$ cat src/hdl/mnmf_pkg.sv
// ----------------------------------------------------------------------------
// mnmf_pkg: shared constants and types
// Sizes of the voxel store, value coding and the memory request bundle.
// ----------------------------------------------------------------------------
package mnmf_pkg;

    localparam int MAX_DIM     = 64;
    localparam int VALUE_BITS  = 16;
    localparam int COORD_BITS  = $clog2(MAX_DIM);
    localparam int DIM_BITS    = 7;
    localparam int ADDR_BITS   = 3 * COORD_BITS;
    localparam int SLICE_BITS  = 2 * COORD_BITS + 1;
    localparam int SUM_BITS    = VALUE_BITS + 5;
    localparam int CNT_BITS    = 5;
    localparam int PASS_BITS   = 8;

    localparam logic [VALUE_BITS-1:0] UNSET_CODE = VALUE_BITS'(1) << (VALUE_BITS - 2);
    localparam logic [ADDR_BITS-1:0]  ADDR_LAST  = {ADDR_BITS{1'b1}};
    localparam logic [DIM_BITS-1:0]   DIM_MAX    = DIM_BITS'(MAX_DIM);

    typedef enum logic [1:0] {
        KIND_WRITE = 2'd0,
        KIND_RUN   = 2'd1,
        KIND_READ  = 2'd2,
        KIND_NONE  = 2'd3
    } kind_t;

    typedef enum logic [1:0] {
        REG_WIDTH  = 2'd0,
        REG_HEIGHT = 2'd1,
        REG_DEPTH  = 2'd2,
        REG_PASSES = 2'd3
    } reg_idx_t;

    typedef struct packed {
        logic                  rd_en;
        logic [ADDR_BITS-1:0]  rd_addr;
        logic                  wr_en;
        logic [ADDR_BITS-1:0]  wr_addr;
        logic [VALUE_BITS-1:0] wr_data;
    } mem_req_t;

    function automatic logic [DIM_BITS-1:0] clamp_dim(input logic [DIM_BITS-1:0] v);
        return (v > DIM_MAX) ? DIM_MAX : v;
    endfunction

endpackage

$ cat src/hdl/mnmf_div.sv
// ----------------------------------------------------------------------------
// mnmf_div: iterative unsigned divider
// Restoring division of the neighbor sum by the neighbor count, one bit a cycle.
// ----------------------------------------------------------------------------
module mnmf_div (
    input  logic                          clk,
    input  logic                          rst_n,
    input  logic                          start,
    input  logic [mnmf_pkg::SUM_BITS-1:0] dividend,
    input  logic [mnmf_pkg::CNT_BITS-1:0] divisor,
    output logic                          done,
    output logic [mnmf_pkg::SUM_BITS-1:0] quotient
);

    localparam int STEP_BITS = $clog2(mnmf_pkg::SUM_BITS + 1);

    logic [mnmf_pkg::SUM_BITS-1:0] quo_reg, quo_next;
    logic [mnmf_pkg::CNT_BITS:0]   rem_reg, rem_next;
    logic [mnmf_pkg::CNT_BITS-1:0] dvs_reg, dvs_next;
    logic [STEP_BITS-1:0]          step_reg, step_next;
    logic                          run_reg, run_next;
    logic                          done_reg, done_next;
    logic [mnmf_pkg::CNT_BITS+1:0] trial;

    always_comb
    begin
        quo_next  = quo_reg;
        rem_next  = rem_reg;
        dvs_next  = dvs_reg;
        step_next = step_reg;
        run_next  = run_reg;
        done_next = 1'b0;
        trial     = {rem_reg, quo_reg[mnmf_pkg::SUM_BITS-1]};
        if (start)
        begin
            quo_next  = dividend;
            rem_next  = '0;
            dvs_next  = divisor;
            step_next = STEP_BITS'(mnmf_pkg::SUM_BITS);
            run_next  = 1'b1;
        end
        else if (run_reg)
        begin
            // shift one dividend bit into the remainder, subtract when it fits
            if (trial >= {2'b00, dvs_reg})
            begin
                rem_next = (mnmf_pkg::CNT_BITS + 1)'(trial - {2'b00, dvs_reg});
                quo_next = {quo_reg[mnmf_pkg::SUM_BITS-2:0], 1'b1};
            end
            else
            begin
                rem_next = trial[mnmf_pkg::CNT_BITS:0];
                quo_next = {quo_reg[mnmf_pkg::SUM_BITS-2:0], 1'b0};
            end
            step_next = step_reg - STEP_BITS'(1);
            if (step_reg == STEP_BITS'(1))
            begin
                run_next  = 1'b0;
                done_next = 1'b1;
            end
        end
    end

    always_ff @(posedge clk or negedge rst_n)
    begin
        if (!rst_n)
        begin
            run_reg  <= 1'b0;
            done_reg <= 1'b0;
            step_reg <= '0;
        end
        else
        begin
            run_reg  <= run_next;
            done_reg <= done_next;
            step_reg <= step_next;
        end
    end

    always_ff @(posedge clk)
    begin
        quo_reg <= quo_next;
        rem_reg <= rem_next;
        dvs_reg <= dvs_next;
    end

    assign done     = done_reg;
    assign quotient = quo_reg;

endmodule

$ cat src/hdl/mnmf_engine.sv
// ----------------------------------------------------------------------------
// mnmf_engine: fill pass sequencer
// Sweeps the source bank, gathers set neighbors of unset interior voxels,
// and writes every entry to the other bank; flips banks after each pass.
// ----------------------------------------------------------------------------
module mnmf_engine (
    input  logic                            clk,
    input  logic                            rst_n,
    input  logic                            start,
    input  logic [mnmf_pkg::DIM_BITS-1:0]   cfg_w,
    input  logic [mnmf_pkg::DIM_BITS-1:0]   cfg_h,
    input  logic [mnmf_pkg::DIM_BITS-1:0]   cfg_d,
    input  logic [mnmf_pkg::PASS_BITS-1:0]  cfg_passes,
    input  logic [mnmf_pkg::VALUE_BITS-1:0] src_data,
    output mnmf_pkg::mem_req_t              req,
    output logic                            bank,
    output logic                            busy,
    output logic                            done
);

    typedef enum logic [2:0] {
        E_IDLE, E_CRD, E_CCHK, E_NRD, E_NACC, E_DIV, E_ADV, E_DONE
    } estate_t;

    localparam int CB = mnmf_pkg::COORD_BITS;
    localparam int DB = mnmf_pkg::DIM_BITS;
    localparam int AB = mnmf_pkg::ADDR_BITS;

    estate_t                         state_reg, state_next;
    logic                            bank_reg, bank_next;
    logic [mnmf_pkg::PASS_BITS-1:0]  pass_reg, pass_next;
    logic [AB-1:0]                   addr_reg, addr_next;
    logic [CB-1:0]                   x_reg, x_next, y_reg, y_next;
    logic [DB-1:0]                   z_reg, z_next;
    logic [DB-1:0]                   w_reg, w_next, h_reg, h_next, d_reg, d_next;
    logic [mnmf_pkg::SLICE_BITS-1:0] slice_reg, slice_next;
    logic [AB-1:0]                   base_reg, base_next;
    logic [1:0]                      nx_reg, nx_next, ny_reg, ny_next, nz_reg, nz_next;
    logic [mnmf_pkg::SUM_BITS-1:0]   sum_reg, sum_next;
    logic [mnmf_pkg::CNT_BITS-1:0]   cnt_reg, cnt_next;

    logic                            three_d, interior, hit, last_nb;
    logic [AB-1:0]                   w_off, s_off, naddr;
    logic [DB-1:0]                   x_ext, y_ext;
    logic [mnmf_pkg::SUM_BITS-1:0]   sum_add;
    logic [mnmf_pkg::CNT_BITS-1:0]   cnt_add;
    logic [1:0]                      nz_max;
    logic                            div_start, div_done;
    logic [mnmf_pkg::SUM_BITS-1:0]   div_q;

    mnmf_div u_div (
        .clk      (clk),
        .rst_n    (rst_n),
        .start    (div_start),
        .dividend (sum_add),
        .divisor  (cnt_add),
        .done     (div_done),
        .quotient (div_q)
    );

    always_comb
    begin
        three_d = d_reg > DB'(2);
        nz_max  = three_d ? 2'd2 : 2'd0;
        x_ext   = {1'b0, x_reg};
        y_ext   = {1'b0, y_reg};
        interior = (w_reg >= DB'(3)) && (h_reg >= DB'(3)) && (z_reg < d_reg)
                && (x_reg != '0) && (x_ext + DB'(1) < w_reg)
                && (y_reg != '0) && (y_ext + DB'(1) < h_reg)
                && (!three_d || ((z_reg != '0) && (z_reg + DB'(1) < d_reg)));

        case (ny_reg)
            2'd1:    w_off = AB'(w_reg);
            2'd2:    w_off = AB'({w_reg, 1'b0});
            default: w_off = '0;
        endcase
        case (nz_reg)
            2'd1:    s_off = AB'(slice_reg);
            2'd2:    s_off = AB'({slice_reg, 1'b0});
            default: s_off = '0;
        endcase
        naddr   = base_reg + AB'(nx_reg) + w_off + s_off;
        hit     = src_data != mnmf_pkg::UNSET_CODE;
        sum_add = sum_reg + (hit ? mnmf_pkg::SUM_BITS'(src_data) : '0);
        cnt_add = cnt_reg + (hit ? mnmf_pkg::CNT_BITS'(1) : '0);
        last_nb = (nx_reg == 2'd2) && (ny_reg == 2'd2) && (nz_reg == nz_max);
    end

    always_comb
    begin
        state_next = state_reg;
        bank_next  = bank_reg;
        pass_next  = pass_reg;
        addr_next  = addr_reg;
        x_next     = x_reg;
        y_next     = y_reg;
        z_next     = z_reg;
        w_next     = w_reg;
        h_next     = h_reg;
        d_next     = d_reg;
        slice_next = slice_reg;
        base_next  = base_reg;
        nx_next    = nx_reg;
        ny_next    = ny_reg;
        nz_next    = nz_reg;
        sum_next   = sum_reg;
        cnt_next   = cnt_reg;
        div_start  = 1'b0;
        req        = '0;
        req.wr_addr = addr_reg;
        req.rd_addr = addr_reg;

        case (state_reg)
            E_IDLE:
            begin
                if (start)
                begin
                    w_next     = mnmf_pkg::clamp_dim(cfg_w);
                    h_next     = mnmf_pkg::clamp_dim(cfg_h);
                    d_next     = mnmf_pkg::clamp_dim(cfg_d);
                    slice_next = mnmf_pkg::SLICE_BITS'(mnmf_pkg::clamp_dim(cfg_w)
                                 * mnmf_pkg::clamp_dim(cfg_h));
                    pass_next  = cfg_passes;
                    addr_next  = '0;
                    x_next     = '0;
                    y_next     = '0;
                    z_next     = '0;
                    state_next = (cfg_passes == '0) ? E_DONE : E_CRD;
                end
            end
            E_CRD:
            begin
                req.rd_en  = 1'b1;
                state_next = E_CCHK;
            end
            E_CCHK:
            begin
                if (interior && !hit)
                begin
                    base_next  = addr_reg - AB'(1) - AB'(w_reg)
                               - (three_d ? AB'(slice_reg) : '0);
                    nx_next    = '0;
                    ny_next    = '0;
                    nz_next    = '0;
                    sum_next   = '0;
                    cnt_next   = '0;
                    state_next = E_NRD;
                end
                else
                begin
                    // copy through unchanged
                    req.wr_en   = 1'b1;
                    req.wr_data = src_data;
                    state_next  = E_ADV;
                end
            end
            E_NRD:
            begin
                req.rd_en   = 1'b1;
                req.rd_addr = naddr;
                state_next  = E_NACC;
            end
            E_NACC:
            begin
                sum_next = sum_add;
                cnt_next = cnt_add;
                if (last_nb)
                begin
                    if (cnt_add == '0)
                    begin
                        req.wr_en   = 1'b1;
                        req.wr_data = mnmf_pkg::UNSET_CODE;
                        state_next  = E_ADV;
                    end
                    else
                    begin
                        div_start  = 1'b1;
                        state_next = E_DIV;
                    end
                end
                else
                begin
                    if (nx_reg != 2'd2)
                    begin
                        nx_next = nx_reg + 2'd1;
                    end
                    else
                    begin
                        nx_next = '0;
                        if (ny_reg != 2'd2)
                        begin
                            ny_next = ny_reg + 2'd1;
                        end
                        else
                        begin
                            ny_next = '0;
                            nz_next = nz_reg + 2'd1;
                        end
                    end
                    state_next = E_NRD;
                end
            end
            E_DIV:
            begin
                if (div_done)
                begin
                    req.wr_en   = 1'b1;
                    req.wr_data = div_q[mnmf_pkg::VALUE_BITS-1:0];
                    state_next  = E_ADV;
                end
            end
            E_ADV:
            begin
                if (addr_reg == mnmf_pkg::ADDR_LAST)
                begin
                    bank_next = !bank_reg;
                    pass_next = pass_reg - mnmf_pkg::PASS_BITS'(1);
                    addr_next = '0;
                    x_next    = '0;
                    y_next    = '0;
                    z_next    = '0;
                    state_next = (pass_reg == mnmf_pkg::PASS_BITS'(1)) ? E_DONE : E_CRD;
                end
                else
                begin
                    addr_next = addr_reg + AB'(1);
                    // raster counters stop once past the last slice in use
                    if (z_reg < d_reg)
                    begin
                        if (x_ext + DB'(1) == w_reg)
                        begin
                            x_next = '0;
                            if (y_ext + DB'(1) == h_reg)
                            begin
                                y_next = '0;
                                z_next = z_reg + DB'(1);
                            end
                            else
                            begin
                                y_next = y_reg + CB'(1);
                            end
                        end
                        else
                        begin
                            x_next = x_reg + CB'(1);
                        end
                    end
                    state_next = E_CRD;
                end
            end
            E_DONE:
            begin
                state_next = E_IDLE;
            end
            default:
            begin
                state_next = E_IDLE;
            end
        endcase
    end

    always_ff @(posedge clk or negedge rst_n)
    begin
        if (!rst_n)
        begin
            state_reg <= E_IDLE;
            bank_reg  <= 1'b0;
            pass_reg  <= '0;
            addr_reg  <= '0;
            x_reg     <= '0;
            y_reg     <= '0;
            z_reg     <= '0;
            nx_reg    <= '0;
            ny_reg    <= '0;
            nz_reg    <= '0;
        end
        else
        begin
            state_reg <= state_next;
            bank_reg  <= bank_next;
            pass_reg  <= pass_next;
            addr_reg  <= addr_next;
            x_reg     <= x_next;
            y_reg     <= y_next;
            z_reg     <= z_next;
            nx_reg    <= nx_next;
            ny_reg    <= ny_next;
            nz_reg    <= nz_next;
        end
    end

    always_ff @(posedge clk)
    begin
        w_reg     <= w_next;
        h_reg     <= h_next;
        d_reg     <= d_next;
        slice_reg <= slice_next;
        base_reg  <= base_next;
        sum_reg   <= sum_next;
        cnt_reg   <= cnt_next;
    end

    assign bank = bank_reg;
    assign busy = state_reg != E_IDLE;
    assign done = state_reg == E_DONE;

endmodule

$ cat config.mk
export PLATFORM = sky130hd
export DESIGN_NAME = mnmf_engine
export DESIGN_NICKNAME = d
export VERILOG_FILES = /design/src/hdl/mnmf_pkg.sv /design/src/hdl/mnmf_div.sv /design/src/hdl/mnmf_engine.sv
export SDC_FILE = /design/constraint.sdc
export NUM_CORES = 1
export LEC_CHECK = 0
export BUFFER_PORTS_ARGS = -buffer_cell sky130_fd_sc_hd__clkbuf_2
export CAP_MARGIN = 20
export CORE_MARGIN = 3
export CORE_UTILIZATION = 66
export DETAILED_ROUTE_END_ITERATION = 7
export HOLD_SLACK_MARGIN = 0.02
export PLACE_DENSITY = 0.95
export SLEW_MARGIN = 20
export SYNTH_ARGS = -nofsm -noshare
export SYNTH_HDL_FRONTEND = slang
export SYNTH_SLANG_ARGS = --single-unit
$ cat constraint.sdc
create_clock -name clk -period 8.3 [get_ports clk]
set_input_delay 0.415 -clock clk [delete_from_list [all_inputs] [get_ports clk]]
set_output_delay 0.415 -clock clk [all_outputs]
set_load 0.01 [all_outputs]
==> impl_metrics.env, run 1 <==
export IMPL_start_util_pct=67.3
export IMPL_dr_pass1_iters=8
export IMPL_htreeDepth=4
export IMPL_setup_slack_ps=2720
export IMPL_worst_slew_pin_slew_ps=1130
export IMPL_power_density_nw_per_um2=278
export IMPL_synth_top_area_cell="edfxtp_1"
export IMPL_dieArea_um2=22500
export IMPL_setup_viol=0
export IMPL_yosys_top_cells_area="edfxtp_1 (23%), ha_1 (14%), dfrtp_1 (11%), fa_1 (6.2%), nand2_1 (3.8%)"
export IMPL_yosysUniqueCellTypes=80
export IMPL_finClkSkew_ps=10.9
export IMPL_drv_slew=0
export IMPL_reg2regPathDepth=11
export IMPL_crit_fanout=9
export IMPL_place_worst_setup_slack_ps=3010
export IMPL_hold_violations=0
export IMPL_cts_tree="built"
export IMPL_die_h_um=150
export IMPL_ys_async_sr_fraction_pct=36.0
export IMPL_endpoint_kind="primary output"
export IMPL_reg2reg_to="sum_reg[3]$_SDFFCE_PN0P_"
export IMPL_tns_ps=0
export IMPL_synth_edf_count=104
export IMPL_io_pins=105
export IMPL_row_count=52
export IMPL_maxSlewHeadroom_pct=24.5
export IMPL_worst_setup_path_type="flop to primary output"
export IMPL_place_congestion=0.945
export IMPL_core_area_um2=20300
export IMPL_ir_worst_vdd_mv=0.181
export IMPL_min_path_type="input pin to asynchronous set/reset pin"
export IMPL_area_delta_synth_final_pct=9.00
export IMPL_drc=0
export IMPL_period_needed_ps=5580
export IMPL_ys_flop_type="edfxtp_1"
export IMPL_fin_crit_sh_pct=67.3
export IMPL_final_util_pct=73.4
export IMPL_port_buffers=104
export IMPL_syn_num_nets=1709
export IMPL_start_kind="flop"
export IMPL_grt_pass1_wl_um=53700
export IMPL_num_nets_final=1780
export IMPL_postSynthAreaPerCell_um2=9.32
export IMPL_clock_latency_ps=440
export IMPL_cts_made_buffers=17
export IMPL_ant_nets=0
export IMPL_syn_inst=1467
export IMPL_antenna_cells=0
export IMPL_yosys_warnings=0
export IMPL_rsz0062_at_grt="no"
export IMPL_dr_total_vias=11400
export IMPL_antenna_found_initial=0
export IMPL_grt_usage_pct=29.8
export IMPL_cts_buffer_depth=2
export IMPL_synth_ff_latch_count=172
export IMPL_drt_total_wl_um=33300
export IMPL_cts_resized_gates=0
export IMPL_max_cap_viol_count=0
export IMPL_clock_sinks=172
export IMPL_cts_root_buf="clkbuf_16"
export IMPL_drive_gt1_share_pct=10.7
export IMPL_rrSetupSlack_ps=3860
export IMPL_hpwl_um=24900
export IMPL_outcome="completed"
export IMPL_yosysSeqAreaShare_pct=35.1
export IMPL_cts_hold_buf=0
export IMPL_clock_fmax_ghz=0.179
export IMPL_layout_cells_non_filler=1821
export IMPL_synth_top_area_share_pct=22.9
export IMPL_critPathArrivalTime_ps=5170
export IMPL_synth_cell_area_um2=13700
export IMPL_die_w_um=150
export IMPL_power_leakage_nw=6.78
export IMPL_gr_total_overflow=0
export IMPL_critPathRequiredTime_ps=7890
export IMPL_grt_start_max_net_pins=63
export IMPL_power_mw=4.14
export IMPL_reg2reg_from="y_reg[0]$_DFFE_PN0P_"
export IMPL_grt_pass1_vias=11000
export IMPL_drt_first_iter_violations=913
export IMPL_placed_cells=1789
export IMPL_routedWlPerCell_um=18.3
export IMPL_cts_clk_slew_worst_paths_ps=70
export IMPL_post_cts_setup_buffers=0
export IMPL_vias_per_cell=6.26
## per-stage QoR
stage	hold slack (ps)	instance area (µm²)
after floorplan	119	13700
after global placement	460	14300
after detailed placement	461	14300
after CTS	194	14900
after global routing	215	14900
final	161	14900
## cells in the mapped netlist, types with 15 or more instances
| cell type | instances |
|---|---|
| a21oi_1 | 75 |
| xnor2_1 | 52 |
| a21o_1 | 18 |
| dfrtp_1 | 62 |
| a22oi_1 | 19 |
| nand2_1 | 139 |
| a22o_1 | 22 |
| xor2_1 | 28 |
| ha_1 | 152 |
| nand3_1 | 42 |
| a211oi_1 | 15 |
| edfxtp_1 | 104 |
| nand2b_1 | 29 |
| nor2_1 | 113 |
| nor2b_1 | 29 |
| inv_1 | 127 |
| o21ai_0 | 86 |
| and2_1 | 33 |
| clkbuf_1 | 50 |
| fa_1 | 42 |
| nor3_1 | 32 |
## critical path, stage by stage, from the launching register on
cell	delay, ps
dfrtp_1	400
inv_1	120
ha_1	360
a22oi_1	150
nor2b_1	170
fa_1	460
fa_1	550
ha_1	200
inv_1	70
fa_1	410
nor2b_1	160
o31a_1	180
o221ai_1	150
a32oi_1	410
nand4_1	180
a2111oi_0	430
nand3b_1	200
clkbuf_2	150
## worst max-delay path by stage
stage                                from                       to  slack (ps)  depth (start not counted)
CTS                 ny_reg[0]$_DFFE_PN0P_                  req[52]        2870                         17
floorplan                        cfg_w[6]  slice_reg[11]$_DFFE_PP_        3520                         18
global route        ny_reg[0]$_DFFE_PN0P_                  req[52]        2470                         17
global placement                 cfg_h[6]  slice_reg[11]$_DFFE_PP_        3150                         17
detailed placement               cfg_h[6]  slice_reg[11]$_DFFE_PP_        3010                         17
finish              ny_reg[0]$_DFFE_PN0P_                  req[52]        2720                         17
## where the power goes
part / internal, mW / switching, mW
clock: 0.418 / 0.353
combinational: 0.798 / 1.19
sequential: 1.19 / 0.199
## cells by family (layout without fill, tap and decap cells)
logic type | after synthesis | in the layout | share of synthesized area, %
simple gates | 492 | 492 | 17.7
flops | 172 | 172 | 35.1
xor+xnor | 80 | 80 | 5.13
compound gates | 330 | 330 | 15.9
mux | 10 | 10 | 0.769
buf+inv | 189 | 273 | 5.35
fa+ha+maj | 194 | 194 | 20.1
## layout by cell type, fill, tap and decap left out, types with 14 or more instances in the layout
| master | count |
|---|---|
| ha_1 | 152 |
| nand2_1 | 139 |
| inv_1 | 126 |
| nor2_1 | 113 |
| edfxtp_1 | 104 |
| clkbuf_2 | 104 |
| o21ai_0 | 86 |
| a21oi_1 | 75 |
| dfrtp_1 | 62 |
| xnor2_1 | 52 |
| nand3_1 | 42 |
| fa_1 | 42 |
| and2_1 | 33 |
| nor3_1 | 32 |
| nand2b_1 | 29 |
| nor2b_1 | 29 |
| xor2_1 | 28 |
| a22o_1 | 22 |
| a22oi_1 | 19 |
| a21o_1 | 18 |
| clkbuf_16 | 17 |
| a211oi_1 | 15 |
| nor4_1 | 14 |
## routing by layer
layer	global-route usage [%]	vias up	wire length (µm)
li1	-	5330	-
met1	38.1	5462	13100
met2	50.3	515	16400
met3	5.81	95	2740
met4	11.2	0	1090
met5	0	-	0
## cell type report
| cell class | instances | area [µm²] |
|---|---|---|
| inverter | 128 | 480 |
| clock inverter | 12 | 118 |
| multi-input combinational | 1106 | 8140 |
| tap | 270 | 338 |
| timing repair buffer | 113 | 588 |
| sequential | 172 | 4790 |
| clock buffer | 20 | 437 |
| fill | 1378 | 5400 |
(Power assumes the default switching activity.)
==> run 2: changes to the inputs <==
--- a/config.mk
+++ b/config.mk
@@ -8,10 +8,10 @@
 export BUFFER_PORTS_ARGS = -buffer_cell sky130_fd_sc_hd__clkbuf_2
 export CAP_MARGIN = 20
 export CORE_MARGIN = 3
-export CORE_UTILIZATION = 66
+export CORE_UTILIZATION = 56
 export DETAILED_ROUTE_END_ITERATION = 7
 export HOLD_SLACK_MARGIN = 0.02
-export PLACE_DENSITY = 0.95
+export PLACE_DENSITY = 0.89
 export SLEW_MARGIN = 20
 export SYNTH_ARGS = -nofsm -noshare
 export SYNTH_HDL_FRONTEND = slang
==> constraint.sdc (replaced) <==
create_clock -name clk -period 4.7 [get_ports clk]
set_input_delay 0.235 -clock clk [delete_from_list [all_inputs] [get_ports clk]]
set_output_delay 0.235 -clock clk [all_outputs]
set_load 0.01 [all_outputs]
==> impl_metrics.env, run 2 (same netlist as run 1, synthesis figures left out) <==
export IMPL_start_util_pct=57.5
export IMPL_power_internal_mw=4.41
export IMPL_cts_root_buf="clkbuf_16"
export IMPL_fin_hold_ws_ps=46.4
export IMPL_outcome="complete, but fails checks"
export IMPL_rrSetupSlack_ps=530
export IMPL_die_w_um=162
export IMPL_fin_crit_sh_pct=102
export IMPL_antenna_found_initial=0
export IMPL_area_delta_synth_final_pct=13.0
export IMPL_grt_usage_pct=25.4
export IMPL_violations="setup timing"
export IMPL_critPathArrivalTime_ps=4550
export IMPL_drive_gt1_share_pct=14.9
export IMPL_num_nets_final=1818
export IMPL_die_h_um=162
export IMPL_start_kind="flop"
export IMPL_io_pins=105
export IMPL_worst_setup_path_type="flop to primary output"
export IMPL_pwr_share_comb_pct=49.6
export IMPL_placed_cells=1864
export IMPL_hpwl_um=25400
export IMPL_hold_violations=0
export IMPL_gr_usage_met3_pct=4.23
export IMPL_drt_total_wl_um=33600
export IMPL_period_needed_ps=4790
export IMPL_ir_worst_vdd_mv=0.280
export IMPL_power_density_nw_per_um2=492
export IMPL_cts_buffer_depth=2
export IMPL_layout_cells_non_filler=1908
export IMPL_cts_tree="built"
export IMPL_dr_total_vias=11600
export IMPL_critPathRequiredTime_ps=4470
export IMPL_dieArea_um2=26300
export IMPL_gr_total_overflow=0
export IMPL_htreeDepth=4
export IMPL_routedWlPerCell_um=17.6
export IMPL_met2_usage_pct=42.0
export IMPL_power_leakage_nw=6.98
export IMPL_core_area_um2=23800
export IMPL_holdPathStages=3
export IMPL_setup_viol=1
export IMPL_antenna_cells=0
export IMPL_layout_common_cells="ha_1 (141), nand2_1 (139), inv_1 (123)"
export IMPL_cts_made_buffers=17
export IMPL_clock_fmax_ghz=0.209
export IMPL_clock_latency_ps=440
export IMPL_drc=0
export IMPL_power_mw=7.60
export IMPL_grt_use_met1_pct=33.3
export IMPL_drv_slew=0
export IMPL_port_buffers=104
export IMPL_setup_slack_ps=-88.0
export IMPL_row_count=56
export IMPL_grt_pass1_vias=11100
export IMPL_grt_start_max_net_pins=63
export IMPL_place_congestion=0.950
export IMPL_crit_fanout=7
export IMPL_min_path_type="input pin to flop"
export IMPL_vias_per_cell=6.07
export IMPL_grt_busiest_layer="met2"
export IMPL_worst_slew_pin_slew_ps=1040
export IMPL_drt_first_iter_violations=1149
export IMPL_tns_ps=-88.0
export IMPL_dr_pass1_iters=6
export IMPL_grt_pass1_wl_um=54200
export IMPL_rsz0062_at_grt="yes"
export IMPL_power_frac_seq_pct=32.2
export IMPL_clock_sinks=172
export IMPL_ant_nets=0
export IMPL_max_cap_viol_count=0
export IMPL_reg2regPathDepth=13
export IMPL_cts_clk_slew_worst_paths_ps=70
export IMPL_endpoint_kind="primary output"
export IMPL_p_sw_mw=3.18
export IMPL_switching_share_pct=41.9
export IMPL_finClkSkew_ps=13.6
export IMPL_maxSlewHeadroom_pct=30.2
export IMPL_p_clk_share_pct=18.2
export IMPL_final_common_cell="ha_1"
[run 2: cell type report]
class / instances / area [µm²]
clock buffers: 18 / 429
clock inverters: 14 / 138
fillers: 1782 / 8320
inverters: 128 / 480
multi-input cells: 1106 / 8310
flip-flops and latches: 172 / 4790
well taps: 319 / 399
repair buffers: 151 / 886
[run 2: power groups by stage]
stage	combinational [mW]	sequential, mW	clock, mW
after floorplan	2.63	2.33	0
after global placement	3.27	2.44	0
after detailed placement	3.45	2.45	0
after CTS	3.58	2.43	1.39
after global routing	4.16	2.48	1.45
final	3.77	2.45	1.38
[run 2: per-stage QoR]
stage / util [%] / setup WS (ps) / cell area, µm²
after floorplan: - / 101 / 13700
after global placement: 61.5 / 108 / 14600
final: 65.0 / -88.0 / 15400
after global routing: 65.0 / -276 / 15400
after CTS: 64.4 / -87.2 / 15300
after detailed placement: 61.5 / -46.2 / 14600
[run 2: per-layer routing]
layer	up-vias	wire, µm
met2	497	16200
met5	-	0
met4	0	1250
met3	98	2230
li1	5409	-
met1	5579	13800
[run 2: final timing paths]
kind                                         from                       end
max                         ny_reg[1]$_DFFE_PN0P_                   req[52]
min                                 cfg_passes[0]   pass_reg[0]$_DFFE_PN0P_
max reg2reg                d_reg[6]$_SDFFCE_PN1P_    base_reg[17]$_DFFE_PP_
min reg2reg                      bank$_DFFE_PN0P_          bank$_DFFE_PN0P_
max in group asynchronous                   rst_n      z_reg[1]$_DFFE_PN0P_
min in group asynchronous                   rst_n  addr_reg[16]$_DFFE_PN0P_
[run 2: critical path, cell delays in order (launching register included)]
cell       delay (ps)
dfrtp_1           400
inv_2             120
ha_4              230
nor2b_2           160
fa_1              460
fa_1              570
ha_2              200
inv_2              60
fa_2              350
nor2b_2           150
o31a_1            190
o221ai_2          130
a32oi_2           310
nand4_1           180
a2111oi_2         310
nand3b_1          140
buf_2             130
[run 2: repair_timing]
item	CTS	global route
endpoints found under the setup margin	6	6
resized for setup	20	24
setup buffers	6	5
endpoints found under the hold margin	37	0
pin swaps	12	16
hold buffers	1	0
==> run 3: changes to the inputs <==
--- a/config.mk
+++ b/config.mk
@@ -12,7 +12,9 @@
 export DETAILED_ROUTE_END_ITERATION = 7
 export HOLD_SLACK_MARGIN = 0.02
 export PLACE_DENSITY = 0.89
+export SETUP_SLACK_MARGIN = 0.1
 export SLEW_MARGIN = 20
 export SYNTH_ARGS = -nofsm -noshare
 export SYNTH_HDL_FRONTEND = slang
 export SYNTH_SLANG_ARGS = --single-unit
+export TNS_END_PERCENT = 30
==> impl_metrics.env, run 3 (same netlist as run 1, synthesis figures left out) <==
export IMPL_reg2regPathDepth=13
export IMPL_die_h_um=162
export IMPL_critPathRequiredTime_ps=4470
export IMPL_drc=0
export IMPL_finClkSkew_ps=13.5
export IMPL_grt_pass1_vias=11100
export IMPL_setup_viol=1
export IMPL_drive_gt1_share_pct=14.6
export IMPL_core_area_um2=23800
export IMPL_final_common_cell="ha_1"
export IMPL_port_buffers=104
export IMPL_die_w_um=162
export IMPL_dieArea_um2=26300
export IMPL_start_kind="flop"
export IMPL_ir_worst_vdd_mv=0.274
export IMPL_met2_usage_pct=42.2
export IMPL_cts_tree="built"
export IMPL_slowest_stage="fa_1"
export IMPL_holdPathStages=3
export IMPL_grt_usage_pct=25.6
export IMPL_min_from="cfg_passes[0]"
export IMPL_fill_cells=1800
export IMPL_routedWlPerCell_um=17.5
export IMPL_worst_slew_pin_slew_ps=1060
export IMPL_cts_made_buffers=17
export IMPL_reg2reg_to="base_reg[17]$_DFFE_PP_"
export IMPL_p_sw_mw=3.15
export IMPL_rsz0062_at_grt="yes"
export IMPL_gr_usage_met3_pct=4.21
export IMPL_reg2reg_from="d_reg[6]$_SDFFCE_PN1P_"
export IMPL_drt_total_wl_um=33400
export IMPL_hold_violations=0
export IMPL_period_needed_ps=4790
export IMPL_start_util_pct=57.5
export IMPL_dr_pass1_iters=8
export IMPL_num_nets_final=1816
export IMPL_clock_fmax_ghz=0.209
export IMPL_max_stage_delay_ps=570
export IMPL_drv_slew=0
export IMPL_clock_sinks=172
export IMPL_place_worst_setup_slack_ps=-46.2
export IMPL_min_path_type="input pin to flop"
export IMPL_layout_cells_non_filler=1906
export IMPL_place_congestion=0.950
export IMPL_io_pins=105
export IMPL_hold_path_end="pass_reg[0]$_DFFE_PN0P_"
export IMPL_outcome="complete, but fails checks"
export IMPL_gr_total_overflow=0
export IMPL_layout_common_cells="ha_1 (143), nand2_1 (139), inv_1 (124)"
export IMPL_seq_area_um2=4800
export IMPL_row_count=56
export IMPL_critPathArrivalTime_ps=4560
export IMPL_drt_first_iter_violations=1017
export IMPL_htreeDepth=4
export IMPL_setup_slack_ps=-94.8
export IMPL_fin_crit_sh_pct=102
export IMPL_crit_fanout=3
export IMPL_max_cap_viol_count=0
export IMPL_power_frac_seq_pct=32.5
export IMPL_grt_use_met1_pct=33.7
export IMPL_cts_buffer_depth=2
export IMPL_hpwl_um=25400
export IMPL_grt_start_max_net_pins=63
export IMPL_antenna_found_initial=0
export IMPL_rrSetupSlack_ps=560
export IMPL_ant_nets=0
export IMPL_clock_latency_ps=440
export IMPL_pwr_share_comb_pct=49.3
export IMPL_worst_setup_path_type="flop to primary output"
export IMPL_switching_share_pct=41.9
export IMPL_p_clk_share_pct=18.3
export IMPL_cts_root_buf="clkbuf_16"
export IMPL_crit_chain="inv_2 > ha_2 > a22oi_2 > nor2b_2 > fa_1 > fa_1 > ha_2 > inv_2 > fa_2 > nor2b_2 > o31a_1 > o221ai_2 > a32oi_2 > nand4_1 > a2111oi_2 > nand3b_1 > buf_2"
export IMPL_antenna_cells=0
export IMPL_placed_cells=1864
export IMPL_dr_total_vias=11500
export IMPL_power_internal_mw=4.37
export IMPL_endpoint_kind="primary output"
export IMPL_power_mw=7.53
export IMPL_vias_per_cell=6.06
export IMPL_maxSlewHeadroom_pct=29.0
export IMPL_power_density_nw_per_um2=489
export IMPL_cts_clk_slew_worst_paths_ps=70
export IMPL_violations="setup timing"
export IMPL_grt_pass1_wl_um=54600
export IMPL_multi_input_area_um2=8280
export IMPL_area_delta_synth_final_pct=12.6
export IMPL_grt_busiest_layer="met2"
export IMPL_power_leakage_nw=6.97
-- run 3: worst max path at each step --
stage	from	slack, ps	endpoint
detailed placement	cfg_w[6]	-50	slice_reg[11]$_DFFE_PP_
global placement	cfg_h[6]	110	slice_reg[11]$_DFFE_PP_
CTS	ny_reg[0]$_DFFE_PN0P_	-90	req[52]
finish	ny_reg[0]$_DFFE_PN0P_	-90	req[52]
floorplan	cfg_w[6]	100	slice_reg[11]$_DFFE_PP_
global route	ny_reg[0]$_DFFE_PN0P_	-270	req[52]
-- run 3: power groups by stage --
stage                     combinational [mW]  sequential, mW  clock [mW]
after floorplan                         2.63            2.33           0
after global placement                  3.27            2.44           0
after detailed placement                3.45            2.45           0
after CTS                               3.63            2.43        1.39
after global routing                    4.10            2.49        1.45
final                                   3.71            2.44        1.38
-- run 3: cell type report --
class                   count  area share [%]
clock buffers              18            2.79
multi-input cells        1106            53.8
well taps                 319            2.59
clock inverters            14           0.895
inverters                 128            3.12
flip-flops and latches    172            31.2
repair buffers            149            5.62
-- run 3: routing by layer --
metal | wire length [µm] | vias up
met5 | 0 | -
met4 | 1180 | 0
met3 | 2140 | 93
met2 | 16100 | 486
met1 | 14000 | 5565
li1 | - | 5403
-- run 3: worst max-delay path: cells and delay by family, from the launching register on --
kind	cells	cell delay (ps)
flip-flops	1	410
AND/OR/NAND/NOR	4	610
AO/OA/AOI/OAI	5	1020
buffers and inverters	3	290
adder cells (fa/ha/maj)	5	1780
-- run 3: what timing repair did --
action / in CTS / in global routing
gates resized for setup: 30 / 8
pin swaps: 16 / 10
gates cloned: 0 / 0
endpoints found under the setup margin: 7 / 7
hold endpoints to repair: 37 / 0
setup buffers: 6 / 3
hold buffers: 1 / 0
-- run 3: through the flow --
step | utilization, % | instance area (µm²) | hold slack (ps) | setup TNS (ps)
2_1_floorplan | - | 13700 | -60.6 | 0
3_3_place_gp | 61.5 | 14600 | 458 | 0
3_5_place_dp | 61.5 | 14600 | 460 | -59.3
4_1_cts | 64.6 | 15400 | 31.9 | -87.2
5_1_grt | 64.8 | 15400 | 43.2 | -359
6_report | 64.8 | 15400 | 50.3 | -94.8
